### src/rtl/rbf_count.sv
// Occupancy arithmetic of the ring FIFO: readable and writable byte counts
// from the read and committed write indices. Depends on nothing else.
module rbf_count #(
    parameter int DEPTH = 1024
) (
    input  logic [$clog2(DEPTH)-1:0] i_read_idx,
    input  logic [$clog2(DEPTH)-1:0] i_commit_idx,
    output logic [$clog2(DEPTH)-1:0] o_readable,
    output logic [$clog2(DEPTH)-1:0] o_writable
);

    localparam int IW = $clog2(DEPTH);

    logic [IW:0] diff;
    logic [IW:0] wrapped;

    always_comb begin
        diff = {1'b0, i_commit_idx} - {1'b0, i_read_idx};
        if (diff[IW]) begin
            wrapped = diff + (IW+1)'(DEPTH);
        end else begin
            wrapped = diff;
        end
    end

    assign o_readable = wrapped[IW-1:0];
    assign o_writable = IW'(DEPTH - 1) - wrapped[IW-1:0];

endmodule

### config.mk
export PLATFORM = sky130hd
export DESIGN_NAME = rbf_count
export DESIGN_NICKNAME = d
export VERILOG_FILES = /design/src/rtl/rbf_count.sv
export SDC_FILE = /design/constraint.sdc
export NUM_CORES = 1
export LEC_CHECK = 0
export BUFFER_PORTS_ARGS = -buffer_cell sky130_fd_sc_hd__buf_2
export CAP_MARGIN = 20
export CORE_MARGIN = 5
export CORE_UTILIZATION = 30
export DETAILED_ROUTE_END_ITERATION = 10
export PLACE_DENSITY = 0.7
export SYNTH_ARGS = -nofsm -noshare
export SYNTH_HDL_FRONTEND = slang
export SYNTH_SLANG_ARGS = --single-unit
### constraint.sdc
create_clock -name vclk -period 3.3
set_input_delay 0.33 -clock vclk [all_inputs]
set_output_delay 0.33 -clock vclk [all_outputs]
set_load 0.1 [all_outputs]
Yosys cells after proc, flatten, opt, wreduce, memory -nomap -nowiden

Index checks and enable logic that the tools add are counted.

Add/sub/neg operators: 3
Mux-type cells: 1

Operators with widths:

| cell                                                             | number |
|---|---|
| 10-bit by 10-bit subtractor with 11-bit output                   | 1 |
| 10-bit by 1-bit adder with 10-bit output (second input constant) | 1 |
| 10-bit two-way mux                                               | 1 |
| 10-bit subtractor (first input constant)                         | 1 |

Register bits: 0
Bits of input ports: 20
Output and inout port bits: 20
Logic and storage cells: 4

Depth between registers and ports, before layout

Depth after elaboration: 4
Mapped depth: 9
Gate-level depth less buffers: 9

Worst setup path after synthesis

Ideal clock, no wire load.

Path kind: input -> output
Start point: input i_commit_idx[0]
End point: output o_writable[6]
Arrival time: 4.065 ns
Required time: 2.970 ns
Slack: -1.095 ns
Cell stages on the path: 9
Buffers on the path: 0
Cells stage by stage: inv_1 > ha_1 > inv_1 > fa_1 > a21o_1 > a221o_1 > or2_1 > xor2_1 > inv_1

Word-level cells in the longest chain between the ends: 4

RTL lines:

| element                                            | RTL line | RTL |
|---|---|---|
| start, declared                                    | 7        | `input logic [$clog2(DEPTH)-1:0] i_commit_idx,` |
| 10-bit by 10-bit subtractor with 11-bit output (*) | 18       | `diff = {1'b0, i_commit_idx} - {1'b0, i_read_idx};` |
| 10-bit by 1-bit adder with 10-bit output           | 20       | `wrapped = diff + (IW+1)'(DEPTH);` |
| 10-bit two-way mux (*)                             | 19       | `if (diff[IW]) begin` |
| named net o_readable[6]                            | 8        | `output logic [$clog2(DEPTH)-1:0] o_readable,` |
| 10-bit subtractor (*)                              | 27       | `assign o_writable = IW'(DEPTH - 1) - wrapped[IW-1:0];` |
| end, declared                                      | 9        | `output logic [$clog2(DEPTH)-1:0] o_writable` |

The timed path passes the listed nets; every way through them passes the cells marked *.

Worst setup path after layout

Start point: input i_commit_idx[0]
End point: output o_writable[8]

Word-level cells in the longest chain between the ends: 4

RTL lines:

| element                                            | RTL line |
|---|---|
| 10-bit by 10-bit subtractor with 11-bit output (*) | 18 |
| 10-bit by 1-bit adder with 10-bit output           | 20 |
| 10-bit two-way mux (*)                             | 19 |
| 10-bit subtractor (*)                              | 27 |

Every way passes the cells marked *; elsewhere a longest branch is shown, timed or not.

==> key figures <==
CTS
  • Hold buffer count at CTS: 0
  • Setup Buffers After CTS: 0
  • Post-CTS Resized: 0

Route
  • Final antenna-violating net count: 0
  • WL met1: 536 um
  • Top layer in use: met4
  • DRT Pass-1 Iters: 5
  • 1st-iter DRT viols: 3
  • Metal2 WL: 675 um
  • Total Wirelength: 1.316 mm
  • Post-DR wirelength/cell: 10.53 um
  • DR vias/cell: 4.672
  • Via count: 584
  • Routed wl met3: 96 um
  • Drc violations: 0

Synth
  • Post-synth top area share: 22.84%
  • Ys Warns: 0
  • Synthesized Nets: 100
  • Area contributors post-synth: ha_1, inv_1, xnor2_1
  • Register area share after synthesis: 0%
  • Synth cell types: 23
  • Avg Cell Area, Syn: 7.042 um2
  • Mapped cell area: 493.0 um2
  • Synth area leader: ha_1
  • Synth Instances: 70

Global routing
  • Initial antenna violation count: 0
  • Total gr overflow: 0
  • Global-route wire length before repair: 2.132 mm
  • GRT Util Overall: 9.652%
  • Number of global-route vias before repair: 547
  • Largest net degree at the start of global routing: 9

Min path
  • Worst hold stages: 4
  • WHS Endpoint: o_readable[0]
  • Hold Crit Start: i_read_idx[0]
  • Min-delay worst type: in -> out

STA
  • Fin crit period: 2.826 ns
  • Worst Tran Pin Value: a little under 0.5 ns
  • Rel. slew slack: 67.32%
  • Final Hold Viols: 0
  • Top achievable clock speed: 353.8 MHz
  • Slew Limit Fails: 0
  • Final period util: 85.65%
  • Hold_ws: approximately 1.2 ns
  • RSZ-0062 raised after global routing: false
  • Setup Viol. Count Final: 0

Die
  • Core region area: 0.001524 mm2
  • IO Count: 40
  • Die W: between 50 and 60 um
  • Die Ht: 50.54 um
  • FP Rows: 14
  • Initial Utilization: 32.35%
  • Die area: between 0.002 and 0.003 mm2

Power and ir drop
  • Pwr Density: 710.3 mW/mm2
  • Design internal power: 90.72 uW
  • Logic gate share of total power: 100.0%
  • Switch Pwr: 442.5 uW
  • Flop pwr share: 0%
  • P_leak: 0.0004532 uW
  • Net Sw Frac: 82.99%
  • Power consumption: 533.3 uW
  • Clock group share of total power: 0%
  • Peak supply drop: 0.3008 mV

Setup path
  • Slowest cell on crit path: buf_2
  • Crit path arrival time: between 2 and 3 ns
  • CP Launch Type: input pin
  • CP max stage delay: roughly 0.44 ns
  • CP endpoint kind: output pin
  • Crit-path max FO: 2
  • Worst path cell trace: buf_2 -> inv_1 -> ha_1 -> inv_1 -> fa_1 -> a21o_1 -> a221o_1 -> nor3_1 -> o21bai_1 -> xnor2_2 -> buf_2
  • WP data required: around 3.0 ns
  • Type of the worst setup path: in -> out

Run status
  • Status: finished, final reports clean

Final layout
  • Clock buf count: 0
  • Synth-to-Final Area Change: 52.28%
  • Post-Layout Cell Count: 125
  • Share of cells above drive strength 1: 43.12%
  • FILL cells: 165
  • Final core occ: 49.26%
  • Nets: 141
  • Final sequential cell count: 0
  • Register area: 0 um2
  • ANT cells: 0
  • Multi-input logic area: 466.7 um2

Place
  • DP HPWL: 1.211 mm
  • Gpl congestion: 0.7008
  • Buffers on Ports: 40
  • Placed Instances: 125

Job
  • Max-cap viol count: 0
-- final cells by class --
| class | instances | share of cell area [%] |
|---|---|---|
| timing repair buffer | 40 | 26.67 |
| multi-input combinational | 52 | 62.17 |
| tap | 16 | 2.667 |
| inverter | 17 | 8.500 |
-- critical path, delay by kind of cell --
family / cells / cell delay, ns
compound gates: 3 / 0.67
xor+xnor: 1 / 0.15
fa+ha+maj: 2 / 0.56
buf+inv: 4 / 0.62
simple gates: 1 / 0.15
-- metal layers --
layer	track usage [%]	up-vias
met2	18.39	29
met5	0	-
met3	0.5917	2
met1	12.08	246
li1	-	307
met4	0.8511	0
-- power groups by stage --
stage	registers [uW]	clock network, uW	logic, uW
floorplan	0	0	468
global placement	0	0	531
detailed placement	0	0	535
CTS	0	0	536
global route	0	0	554
finish	0	0	533
-- kinds of logic after synthesis --
| logic type | Yosys count | synth area share, % |
|---|---|---|
| AOI/OAI and AO/OA | 16 | 22.08 |
| xor gates and xnor gates | 12 | 21.32 |
| adders and majority gates | 10 | 26.90 |
| buffers and inverters | 18 | 15.23 |
| and+or+nand+nor | 14 | 14.47 |
-- layout by cell type, fill, tap and decap left out --
cell / synthesis / layout
a211o_1: 1 / 1
a21o_1: 2 / 2
a21oi_1: 5 / 4
a21oi_2: 0 / 1
a221o_1: 1 / 1
and2_1: 2 / 2
and3_1: 1 / 1
buf_2: 0 / 40
fa_1: 1 / 1
ha_1: 9 / 9
inv_1: 17 / 17
nand2b_1: 1 / 1
nand3_1: 1 / 1
nand4_1: 1 / 1
nor2_1: 5 / 5
nor3_1: 2 / 2
o2111ai_1: 1 / 1
o21a_1: 1 / 1
o21ai_0: 3 / 3
o21bai_1: 1 / 1
o41a_1: 1 / 1
or2_1: 1 / 1
xnor2_1: 6 / 3
xnor2_2: 0 / 3
xor2_1: 6 / 3
xor2_2: 0 / 3
-- worst max-delay path by stage --
stage	depth (start not counted)	slack, ns	endpoint	startpoint
finish	11	0.47	o_writable[8]	i_commit_idx[0]
detailed placement	11	0.47	o_writable[8]	i_commit_idx[0]
floorplan	9	-0.36	o_writable[6]	i_commit_idx[0]
global placement	11	0.51	o_writable[8]	i_commit_idx[0]
CTS	11	0.45	o_writable[8]	i_commit_idx[0]
global route	11	0.30	o_writable[8]	i_commit_idx[0]
-- metrics by stage --
step | TNS (ns) | area, um2 | setup slack, ns
after CTS | 0 | 750.7 | 0.4506
after floorplan | -0.3722 | 541.8 | -0.3597
after global placement | 0 | 750.7 | 0.5071
after global routing | 0 | 750.7 | 0.3011
final | 0 | 750.7 | 0.4735
after detailed placement | 0 | 750.7 | 0.4659
-- cell usage after synthesis (all sizes together) --
| cell type | instances |
|---|---|
| a21o | 2 |
| and3 | 1 |
| and2 | 2 |
| xor2 | 6 |
| a21oi | 5 |
| a221o | 1 |
| a211o | 1 |
| inv | 17 |
| o21bai | 1 |
| nor2 | 5 |
| nand3 | 1 |
| xnor2 | 6 |
| buf | 1 |
| o21a | 1 |
| nor3 | 2 |
| nand4 | 1 |
| nand2b | 1 |
| fa | 1 |
| o41a | 1 |
| ha | 9 |
| o21ai | 3 |
| or2 | 1 |
| o2111ai | 1 |
Power figures use the tool's default switching activity.
